<file path="src/rtl/tipf_pkg.sv">
// shared types and constants of the tcp ingress port filter
`timescale 1ns / 1ps

package tipf_pkg;

   // byte position within the frame, saturating at the end of the tcp header
   localparam int unsigned COUNT_W = 6;
   typedef logic [COUNT_W-1:0] count_type;

   localparam count_type HDR_LIMIT = count_type'(54);

   // fixed header offsets (20-byte ipv4 header assumed)
   localparam count_type OFS_ETHER_TYPE     = count_type'(12);
   localparam count_type OFS_ETHER_TYPE_END = count_type'(13);
   localparam count_type OFS_IP_PROTOCOL    = count_type'(23);
   localparam count_type OFS_SRC_ADDR       = count_type'(26);
   localparam count_type OFS_SRC_ADDR_END   = count_type'(29);
   localparam count_type OFS_DST_ADDR       = count_type'(30);
   localparam count_type OFS_DST_ADDR_END   = count_type'(33);
   localparam count_type OFS_SRC_PORT       = count_type'(34);
   localparam count_type OFS_SRC_PORT_END   = count_type'(35);
   localparam count_type OFS_DST_PORT       = count_type'(36);
   localparam count_type OFS_DST_PORT_END   = count_type'(37);

   // minimum lengths for each header level
   localparam count_type LEN_ETH_HDR  = count_type'(14);
   localparam count_type LEN_IPV4_HDR = count_type'(34);

   localparam logic [15:0] ETHER_TYPE_IPV4 = 16'h0800;
   localparam logic [7:0]  IP_PROTO_TCP    = 8'd6;
   localparam logic [15:0] PORT_SSH        = 16'd22;
   localparam logic [15:0] PORT_HTTP       = 16'd80;
   localparam logic [15:0] PORT_HTTPS      = 16'd443;

   // configuration register map
   localparam int unsigned CSR_INDEX_W = 1;
   localparam int unsigned CSR_DATA_W  = 32;
   localparam logic [CSR_INDEX_W-1:0] CSR_LOCAL_ADDRESS = 1'b0;
   localparam logic [CSR_INDEX_W-1:0] CSR_CONFIG_LOADED = 1'b1;

   typedef enum logic [1:0] {
      VERDICT_PASS    = 2'd0,
      VERDICT_DROP    = 2'd1,
      VERDICT_ABORTED = 2'd2
   } verdict_type;

   typedef struct packed {
      logic [15:0] ether_type;
      logic [7:0]  ip_protocol;
      logic [31:0] source_address;
      logic [31:0] dest_address;
      logic [15:0] source_port_value;
      logic [15:0] dest_port_value;
   } hdr_fields_type;

endpackage

</file>
<file path="src/rtl/tipf_capture.sv">
// byte counter and header field capture
`timescale 1ns / 1ps

module tipf_capture import tipf_pkg::*; (
   input  logic           clock,
   input  logic           reset,
   input  logic           advance,
   input  logic [7:0]     frame_byte,
   input  logic           frame_last,
   output hdr_fields_type fields_next,
   output count_type      length_next
);

   count_type      count_ff;
   count_type      count_in;
   hdr_fields_type fields_ff;
   hdr_fields_type fields_in;
   count_type      length;

   always_comb begin
      fields_in = fields_ff;
      length    = count_ff;
      if (count_ff < HDR_LIMIT) begin
         length = count_ff + count_type'(1);
         case (count_ff) inside
            [OFS_ETHER_TYPE:OFS_ETHER_TYPE_END]:
               fields_in.ether_type = {fields_ff.ether_type[7:0], frame_byte};
            OFS_IP_PROTOCOL:
               fields_in.ip_protocol = frame_byte;
            [OFS_SRC_ADDR:OFS_SRC_ADDR_END]:
               fields_in.source_address = {fields_ff.source_address[23:0], frame_byte};
            [OFS_DST_ADDR:OFS_DST_ADDR_END]:
               fields_in.dest_address = {fields_ff.dest_address[23:0], frame_byte};
            [OFS_SRC_PORT:OFS_SRC_PORT_END]:
               fields_in.source_port_value =
                  {fields_ff.source_port_value[7:0], frame_byte};
            [OFS_DST_PORT:OFS_DST_PORT_END]:
               fields_in.dest_port_value = {fields_ff.dest_port_value[7:0], frame_byte};
            default: ;
         endcase
      end
      count_in = frame_last ? '0 : length;
   end

   always_ff @(posedge clock) begin
      if (reset) begin
         count_ff <= '0;
      end else if (advance) begin
         count_ff <= count_in;
      end
   end

   // captured fields only matter once the length proves they were written
   always_ff @(posedge clock) begin
      if (advance) begin
         fields_ff <= fields_in;
      end
   end

   assign fields_next = fields_in;
   assign length_next = length;

`ifndef SYNTHESIS
   a_count_saturates: assert property (@(posedge clock) disable iff (reset)
      count_ff <= HDR_LIMIT)
      else $error("byte counter beyond header limit");

   a_count_clears: assert property (@(posedge clock) disable iff (reset)
      advance && frame_last |=> count_ff == '0)
      else $error("byte counter not cleared after last byte");
`endif

endmodule

</file>
<file path="src/rtl/tipf_decide.sv">
// verdict logic and result register
`timescale 1ns / 1ps

module tipf_decide import tipf_pkg::*; (
   input  logic           clock,
   input  logic           reset,
   input  logic           load,
   input  hdr_fields_type fields,
   input  count_type      length,
   input  logic [31:0]    protected_addr,
   input  logic           config_loaded,
   output logic           can_load,
   output logic           rsp_valid,
   input  logic           rsp_ready,
   output logic [1:0]     rsp_verdict
);

   verdict_type verdict_in;
   verdict_type verdict_ff;
   logic        valid_ff;
   logic        valid_in;
   logic        ssh_port;
   logic        web_port;

   assign ssh_port = (fields.source_port_value == PORT_SSH) ||
                     (fields.dest_port_value == PORT_SSH);
   assign web_port = (fields.dest_port_value == PORT_HTTP) ||
                     (fields.dest_port_value == PORT_HTTPS);

   always_comb begin
      if (length < LEN_ETH_HDR) begin
         verdict_in = VERDICT_DROP;
      end else if (fields.ether_type != ETHER_TYPE_IPV4) begin
         verdict_in = VERDICT_PASS;
      end else if (length < LEN_IPV4_HDR) begin
         verdict_in = VERDICT_DROP;
      end else if (fields.ip_protocol != IP_PROTO_TCP) begin
         verdict_in = VERDICT_PASS;
      end else if (length < HDR_LIMIT) begin
         verdict_in = VERDICT_DROP;
      end else if (ssh_port) begin
         verdict_in = VERDICT_PASS;
      end else if (!config_loaded) begin
         verdict_in = VERDICT_ABORTED;
      end else if (fields.dest_address == protected_addr) begin
         verdict_in = (fields.source_address == protected_addr || web_port) ?
                      VERDICT_PASS : VERDICT_DROP;
      end else begin
         verdict_in = VERDICT_PASS;
      end
   end

   assign can_load = !valid_ff || rsp_ready;

   always_comb begin
      if (load) begin
         valid_in = 1'b1;
      end else if (rsp_ready) begin
         valid_in = 1'b0;
      end else begin
         valid_in = valid_ff;
      end
   end

   always_ff @(posedge clock) begin
      if (reset) begin
         valid_ff <= 1'b0;
      end else begin
         valid_ff <= valid_in;
      end
   end

   always_ff @(posedge clock) begin
      if (load) begin
         verdict_ff <= verdict_in;
      end
   end

   assign rsp_valid   = valid_ff;
   assign rsp_verdict = verdict_ff;

`ifndef SYNTHESIS
   a_abort_needs_no_config: assert property (@(posedge clock) disable iff (reset)
      load && verdict_in == VERDICT_ABORTED |-> !config_loaded)
      else $error("aborted verdict with configuration loaded");
`endif

endmodule

</file>
<file path="src/rtl/tcp_ingress_port_filter.sv">
// top level of the tcp ingress port filter
`timescale 1ns / 1ps

// Ethernet/IPv4/TCP port filter. Frames arrive one byte per item on the req_
// channel, with req_frame_last on the final byte, and one verdict item
// (0 pass, 1 drop, 2 aborted) leaves on the rsp_ channel for each frame. The
// block takes one byte in every clock cycle unless a stalled verdict holds it
// up: each byte goes into an input register, then updates the byte counter and
// the captured header fields, and on the last byte the verdict is worked out
// from the updated fields and lands in the result register in the same cycle
// as that update, where it is offered on the rsp_ channel. A stalled verdict
// only holds up the input when another last byte is waiting behind it. Header
// offsets assume a 20-byte ipv4 header; bytes beyond the 54th are neither
// counted nor captured. The protected address (index 0) and config_loaded
// (index 1) are written through the csr_ port; the user must write them only
// while no frame is in flight, as the block itself does not enforce it.

module tcp_ingress_port_filter import tipf_pkg::*; (
   input  logic                   clock,
   input  logic                   reset,
   // byte items in
   input  logic                   req_valid,
   output logic                   req_ready,
   input  logic [7:0]             req_frame_byte,
   input  logic                   req_frame_last,
   // verdict items out
   output logic                   rsp_valid,
   input  logic                   rsp_ready,
   output logic [1:0]             rsp_verdict,
   // configuration writes
   input  logic                   csr_write_enable,
   input  logic [CSR_INDEX_W-1:0] csr_index,
   input  logic [CSR_DATA_W-1:0]  csr_write_data
);

   // input register
   logic        in_valid_ff;
   logic        in_valid_in;
   logic [7:0]  in_byte_ff;
   logic        in_last_ff;
   logic        advance;
   logic        can_load;
   logic        req_fire;

   // configuration
   logic [31:0] protected_addr_ff;
   logic        config_loaded_ff;

   hdr_fields_type fields_next;
   count_type      length_next;

   // a held byte moves on unless it closes a frame while the verdict is stuck
   assign advance   = in_valid_ff && (!in_last_ff || can_load);
   assign req_ready = !in_valid_ff || advance;
   assign req_fire  = req_valid && req_ready;

   always_comb begin
      if (req_fire) begin
         in_valid_in = 1'b1;
      end else if (advance) begin
         in_valid_in = 1'b0;
      end else begin
         in_valid_in = in_valid_ff;
      end
   end

   always_ff @(posedge clock) begin
      if (reset) begin
         in_valid_ff <= 1'b0;
      end else begin
         in_valid_ff <= in_valid_in;
      end
   end

   always_ff @(posedge clock) begin
      if (req_fire) begin
         in_byte_ff <= req_frame_byte;
         in_last_ff <= req_frame_last;
      end
   end

   // configuration registers
   always_ff @(posedge clock) begin
      if (reset) begin
         protected_addr_ff <= '0;
         config_loaded_ff  <= 1'b0;
      end else if (csr_write_enable) begin
         case (csr_index)
            CSR_LOCAL_ADDRESS: protected_addr_ff <= csr_write_data[31:0];
            CSR_CONFIG_LOADED: config_loaded_ff  <= csr_write_data[0];
            default: ;
         endcase
      end
   end

   // counter and field capture
   tipf_capture u_capture (
      .clock       (clock),
      .reset       (reset),
      .advance     (advance),
      .frame_byte  (in_byte_ff),
      .frame_last  (in_last_ff),
      .fields_next (fields_next),
      .length_next (length_next)
   );

   // verdict and result register
   tipf_decide u_decide (
      .clock          (clock),
      .reset          (reset),
      .load           (advance && in_last_ff),
      .fields         (fields_next),
      .length         (length_next),
      .protected_addr (protected_addr_ff),
      .config_loaded  (config_loaded_ff),
      .can_load       (can_load),
      .rsp_valid      (rsp_valid),
      .rsp_ready      (rsp_ready),
      .rsp_verdict    (rsp_verdict)
   );

`ifndef SYNTHESIS
   a_last_waits_for_slot: assert property (@(posedge clock) disable iff (reset)
      in_valid_ff && in_last_ff && rsp_valid && !rsp_ready |-> !advance)
      else $error("last byte advanced over a stalled verdict");
`endif

endmodule

</file>
<file path="config.mk">
export PLATFORM = sky130hd
export DESIGN_NAME = tcp_ingress_port_filter
export DESIGN_NICKNAME = d
export VERILOG_FILES = /design/src/rtl/tipf_pkg.sv /design/src/rtl/tipf_capture.sv /design/src/rtl/tipf_decide.sv /design/src/rtl/tcp_ingress_port_filter.sv
export SDC_FILE = /design/constraint.sdc
export NUM_CORES = 1
export LEC_CHECK = 0
export BUFFER_PORTS_ARGS = -buffer_cell sky130_fd_sc_hd__buf_2
export CAP_MARGIN = 20
export CORE_UTILIZATION = 30
export DETAILED_ROUTE_END_ITERATION = 10
export GPL_TIMING_DRIVEN = 0
export PLACE_DENSITY = 0.49
export SLEW_MARGIN = 20
export SYNTH_ARGS = -nofsm -noshare
export SYNTH_HDL_FRONTEND = slang
export SYNTH_SLANG_ARGS = --single-unit
export TNS_END_PERCENT = 1
</file>
<file path="constraint.sdc">
create_clock -name clock -period 7.2 [get_ports clock]
set_clock_uncertainty 0.15 [all_clocks]
set_input_delay 1.44 -clock clock [delete_from_list [all_inputs] [get_ports clock]]
set_output_delay 1.44 -clock clock [all_outputs]
set_load 0.02 [all_outputs]
</file>
======== Word-level counts from Yosys, hierarchy flattened ========
Index checks and enable logic that the tools add are counted.
word-level totals
  bits in registers ....................... 172
  bits of input ports ..................... 47
  output and inout bits ................... 4
cells by class
  muxes and demuxes ....................... 36
  bitwise gates (word level) .............. 1
  reductions and logical operators ........ 22
  equal/unequal tests ..................... 9
  add/sub/neg operators ................... 1
  order comparisons ....................... 14
operators with widths
  cell                    count
  $mux W32                7
  $mux W16                12
  $mux W120               1
  $eq A32 B32 Y1          2
  $eq A16 B5 Y1 const B   2
  $le A6 B6 Y1 const B    3
  $lt A6 B6 Y1 const B    3
  $eq A16 B7 Y1 const B   1
  $eq A16 B9 Y1 const B   1
  $mux W8                 2
  $ne A16 B12 Y1 const B  1
  $ge A6 B5 Y1 const B    2
  $ge A6 B6 Y1 const B    2
  $mux W6                 2
  $mux W1                 10
  $logic_and A1 B1 Y1     8
  $ne A8 B3 Y1 const B    1
  $add A6 B1 Y6 const B   1
  $eq A6 B5 Y1 const B    1
  $ge A6 B4 Y1 const B    1
  $le A6 B4 Y1 const B    1
  $le A6 B5 Y1 const B    1
  $logic_or A1 B1 Y1      6
  $lt A6 B4 Y1 const B    1
  other kinds (6)         11

======== Logic depth before layout (Yosys ltp) ========
  depth after elaboration ................. 20
  gate-level depth with buffers ........... 11
  depth with buffers taken out ............ 9

======== Cells and area by module ========
A second synthesis with hierarchy kept.
unflattened totals
  cell total of the unflattened synthesis .. 608
  area, all modules ....................... 8565.7 µm²
modules (own cells, without submodules)
  module                   cells an instance  area each (µm²)  times used
  tipf_capture             314                5551.6           1
  tcp_ingress_port_filter  166                1943.1           1
  tipf_decide              128                1071.0           1

======== Worst setup path after synthesis ========
Ideal clock, no wire load.
  path kind ............................... input port to flip-flop
  start ................................... input rsp_ready
  end ..................................... register u_capture.count_ff[1]
  setup slack ............................. 2.086 ns
  data arrival time ....................... 4.836 ns
  cell stages on the path ................. 7
  cell sequence ........................... nor2b_1 > nand2_1 > nand2_1 > inv_1 > o21ai_0 > a32oi_1 > nor2_1
on the way
  longest elaborated chain between the ends .. 3
RTL lines
  what                  RTL line                       RTL
  from (decl)           tcp_ingress_port_filter.sv:28  input logic rsp_ready,
  $logic_or A1 B1 Y1    tipf_decide.sv:53              assign can_load = !valid_ff || rsp_ready;
  $logic_or A1 B1 Y1    tcp_ingress_port_filter.sv:53  assign advance = in_valid_ff && (!in_last_ff || can_load);
  $logic_and A1 B1 Y1   tcp_ingress_port_filter.sv:53
  via advance           tcp_ingress_port_filter.sv:41  logic advance;
  to (signal assigned)  tipf_capture.sv:49             count_ff <= count_in;
  to (decl)             tipf_capture.sv:14             count_type count_ff;
The timed path passes the listed nets, and every way through them passes these cells.
A chain may end at the register's enable or synchronous reset.

======== Final worst setup path ========
  start ................................... register u_capture.count_ff[1]
  end ..................................... register u_decide.verdict_ff[0] (netlist: u_decide.rsp_verdict[0]), data pin
on the way
  longest elaborated chain between the ends .. 20
  elaborated cells on any way between the ends .. 63
  those cells by class .................... add/sub (1); order compare (14); eq/ne (9); mux (31); reduce/logical (8)
RTL lines
  what                                                    RTL line                              RTL
  $ge A6 B6 Y1 (no line) or $le A6 B6 Y1 (tied branches)  --
  $logic_and A1 B1 Y1 (no line)                           --
  $mux W16 (6 in series)                                  tipf_capture.sv:25                    case (count_ff) inside
  $mux W120                                               tipf_capture.sv:23                    if (count_ff < HDR_LIMIT) begin
  $eq A16 B7 Y1 or $eq A16 B9 Y1 (tied branches)          tipf_decide.sv:27, tipf_decide.sv:28
  $logic_or A1 B1 Y1                                      tipf_decide.sv:27                     assign web_port = (fields.dest_port_value == PORT_HTTP) ||
  $logic_or A1 B1 Y1                                      tipf_decide.sv:46                     verdict_in = (fields.source_address == protected_addr || web_port) ?
  $mux W1                                                 tipf_decide.sv:46
  $mux W2                                                 tipf_decide.sv:45                     end else if (fields.dest_address == protected_addr) begin
  $mux W2                                                 tipf_decide.sv:43                     end else if (!config_loaded) begin
  $mux W1                                                 tipf_decide.sv:41                     end else if (ssh_port) begin
  $mux W1                                                 tipf_decide.sv:39                     end else if (length < HDR_LIMIT) begin
  $mux W1                                                 tipf_decide.sv:37                     end else if (fields.ip_protocol != IP_PROTO_TCP) begin
  $mux W1                                                 tipf_decide.sv:35                     end else if (length < LEN_IPV4_HDR) begin
  $mux W1                                                 tipf_decide.sv:33                     end else if (fields.ether_type != ETHER_TYPE_IPV4) begin
  to (signal assigned)                                    tipf_decide.sv:75                     verdict_ff <= verdict_in;
  to (decl)                                               tipf_decide.sv:19                     verdict_type verdict_ff;
Several ways; a longest one is shown, not always the timed one.

==> results.ini <==
[outcome]
run_status=completed

[cts]
insertion_delay_ns=0.43
post-cts-setup-buffer-count=0
cts_hold_repair.buffers=0
clk_root_buffer_cell=sky130_fd_sc_hd__clkbuf_16
cts_max_level=4
cts_repair_resize_count=0
tritoncts=built
cts_made_buffers=17
sink_count_of_the_clock_tree=172
maximum_buffer_depth_of_the_clock_tree=2
worst_setup_hold_path_clk_slew_ns=0.06

[worst_setup_path]
timing.critical_path.arrival_ns=4.10
critPathMaxStageDelay_ns=0.67
timing.setup.critical_path_class=flip-flop to flip-flop
worstSetupEndpointType=flip-flop
cpMaxStageDelayCell=sky130_fd_sc_hd__nor4b_2
setup.reg_to_reg.worst_slack_ns=3.14
cp_cell_sequence=clkbuf_1, inv_1, ha_1, nor2_1, nor4b_2, clkbuf_1, mux2i_1, o2bb2ai_1, a2111oi_0, nand4_1, o31ai_1
worst_path_most_repeated_cell=sky130_fd_sc_hd__clkbuf_1
critical_path.max_fanout=10
critical_path_launch_point_type=flip-flop
cp.required_ns=7.23

[cells_and_area]
areaGrowthSynthToFinish_pct=14.7
finish.instance_area_um2=10300
fin_util_pct=35.4
mostFrequentLayoutCell=sky130_fd_sc_hd__edfxtp_1
ant_cells=0
mostFrequentLayoutCells=sky130_fd_sc_hd__edfxtp_1, sky130_fd_sc_hd__mux2_2, sky130_fd_sc_hd__nand2_1
layout-drive-gt1-share_pct=22.9
final_nets=906

[yosys]
syn-instance-count=787
yosysUniqueCellTypes=63
syn-mean-instance-area_um2=11.4
post_synth_instance_area_um2=8960
synth.ff_latch_count=172
synth_enable_flop_cells=131
synth_async_sr_flop_share_pct=0
synth_sequential_area_ratio_pct=53.1
syn-num-nets=837
ys.warnings.count=0
top_reg_cell_synth=sky130_fd_sc_hd__edfxtp_1

[sta]
max_freq_ghz=0.246
worst_slew_slack_as_a_fraction_of_its_limit_pct=48.6
accumulated_negative_setup_slack_ns=0
timing.final.max_slew_violations=0
slew_at_the_pin_closest_to_its_max_slew_limit_ns=0.751
post-route-min-period_ns=4.06
finalCritPeriodShare_pct=56.4
rsz_0062_raised_after_global_routing=no
report.final.setup_viol=0
timing_hold_violations_final=0

[power_and_ir_drop]
intPower_mw=1.61
static_leak_nw=2.89
switching_power_mw=0.469
power.switching_fraction_pct=22.5
pwr-share-seq_pct=52.6
vdd_ir_drop_max_mv=0.141
power_frac_comb_pct=5.2
power_per_cell_area_nw_per_um2=203
clockPowerShare_pct=42.2

[floorplanning]
initial_core_util_pct=30.9
die_y_um=175
chip_width_um=175
core_area_um2=29000
num_io_pins=51
rows=62
dieArea_um2=30600

[detailed_routing]
route.detailed.drc=0
drt_iter0_drc=399
via_count=6344
via_per_inst=5.07
drt_pass1_iterations=6
detail_route.wl_per_cell_um=19.9
detail-route-antenna-nets=0
totalWireLength_mm=24.9

[global_routing]
grt_use_total_pct=16.9
grt_antenna_before_repair=0
pin_count_of_the_biggest_net_entering_global_routing=90
first_global_vias=6231
grt_pass1_wl_mm=38.6
grt_overflow_total=0

[placement]
post_dp_hpwl_mm=18.2
placedInstanceArea_um2=9720
globalplace.congestion=0.873
io_port_bufs=49

[job]
cap_viol_max_count=0

[min_path]
timing.hold.worst.class=flip-flop to flip-flop

-- state kept, by name, summed over array words and instances, names as in the netlist --
signal,count
u_decide.rsp_verdict,2
in_last_ff,1
u_capture.count_ff,6
config_loaded_ff,1
in_byte_ff,8
in_valid_ff,1
u_capture.fields_ff,120
protected_addr_ff,32
u_decide.rsp_valid,1
-- stage by stage --
step | std cells | hold WS [ns] | setup WS [ns] | power [mW]
3_5_place_dp | 1221 | 0.305 | 3.19 | 1.23
6_report | 1252 | 0.308 | 3.14 | 2.08
2_1_floorplan | 787 | 0.286 | 2.09 | 1.17
5_1_grt | 1252 | 0.343 | 2.89 | 2.15
4_1_cts | 1252 | 0.313 | 3.16 | 2.11
3_3_place_gp | 1220 | 0.297 | 0.157 | 1.23
-- synthesized netlist by cell type, types with 4 or more instances --
master	n	area [um^2]
sky130_fd_sc_hd__dfxtp_1	41	821
sky130_fd_sc_hd__nor2b_1	4	25.0
sky130_fd_sc_hd__nand2b_1	6	37.5
sky130_fd_sc_hd__nand3_1	12	60.1
sky130_fd_sc_hd__mux2i_1	14	140
sky130_fd_sc_hd__nand4_1	25	156
sky130_fd_sc_hd__nor2_1	21	78.8
sky130_fd_sc_hd__xor2_1	24	210
sky130_fd_sc_hd__a22oi_1	10	75.1
sky130_fd_sc_hd__clkbuf_1	34	128
sky130_fd_sc_hd__and3_1	9	56.3
sky130_fd_sc_hd__o31ai_1	7	52.6
sky130_fd_sc_hd__inv_1	42	158
sky130_fd_sc_hd__xnor2_1	30	263
sky130_fd_sc_hd__nor3_1	5	25.0
sky130_fd_sc_hd__a2111oi_0	4	35.0
sky130_fd_sc_hd__a21oi_1	49	245
sky130_fd_sc_hd__o21ai_0	16	80.1
sky130_fd_sc_hd__nor4b_1	5	43.8
sky130_fd_sc_hd__nand2_1	88	330
sky130_fd_sc_hd__buf_2	7	35.0
sky130_fd_sc_hd__o22ai_1	17	106
sky130_fd_sc_hd__nor4_1	23	144
sky130_fd_sc_hd__edfxtp_1	131	3930
sky130_fd_sc_hd__mux2_2	99	1110
-- area by class of cell --
type                    count  area [um^2]
plain buffers              46          196
clock buffers              21          440
clock inverters            10          100
fillers                  2971        18700
inverters                  43          169
multi-input cells         526         3860
flip-flops and latches    172         4750
well taps                 384          480
repair buffers             50          273
-- layer usage --
metal | vias to the layer above | share of wire (%) | track usage, %
met5 | - | 0 | 0
li1 | 3070 | - | -
met4 | 0 | 1.3 | 5.11
met1 | 3141 | 49 | 24.0
met2 | 113 | 46 | 26.4
met3 | 20 | 3.3 | 2.50
-- path summary, 6_finish.rpt --
kind / startpoint / endpoint / cells after the start
setup / recovery: u_capture.count_ff[1] / u_decide.rsp_verdict[0] / 11
hold / removal: protected_addr_ff[15] / protected_addr_ff[15] / 2
setup reg to reg: u_capture.count_ff[1] / u_decide.rsp_verdict[0] / 11
hold reg to reg: protected_addr_ff[15] / protected_addr_ff[15] / 2
-- logic make-up (layout without fill, tap and decap cells) --
| group | after synthesis | in the layout | share of synthesized area [%] |
|---|---|---|---|
| and+or+nand+nor | 225 | 225 | 13.6 |
| DFF | 172 | 172 | 53.1 |
| AOI/OAI and AO/OA | 127 | 127 | 9.11 |
| muxes | 117 | 117 | 14.6 |
| buffers and inverters | 89 | 170 | 3.99 |
| xor gates and xnor gates | 54 | 54 | 5.28 |
| adders and majority gates | 3 | 3 | 0.419 |
-- worst max-delay path: cells and delay by family, from the launching register on --
| family | cells | cell delay, ns |
|---|---|---|
| mux | 1 | 0.31 |
| simple gates | 3 | 1.01 |
| flops | 1 | 0.32 |
| compound gates | 3 | 0.96 |
| buf+inv | 3 | 0.82 |
| fa+ha+maj | 1 | 0.25 |
-- power groups by stage --
stage | registers [mW] | clock network (mW) | logic, mW
after floorplan | 1.11 | 0 | 0.0618
after detailed placement | 1.12 | 0 | 0.109
final | 1.10 | 0.879 | 0.108
after global routing | 1.10 | 0.939 | 0.119
after global placement | 1.12 | 0 | 0.106
after CTS | 1.10 | 0.905 | 0.109
Power figures use the tool's default switching activity.
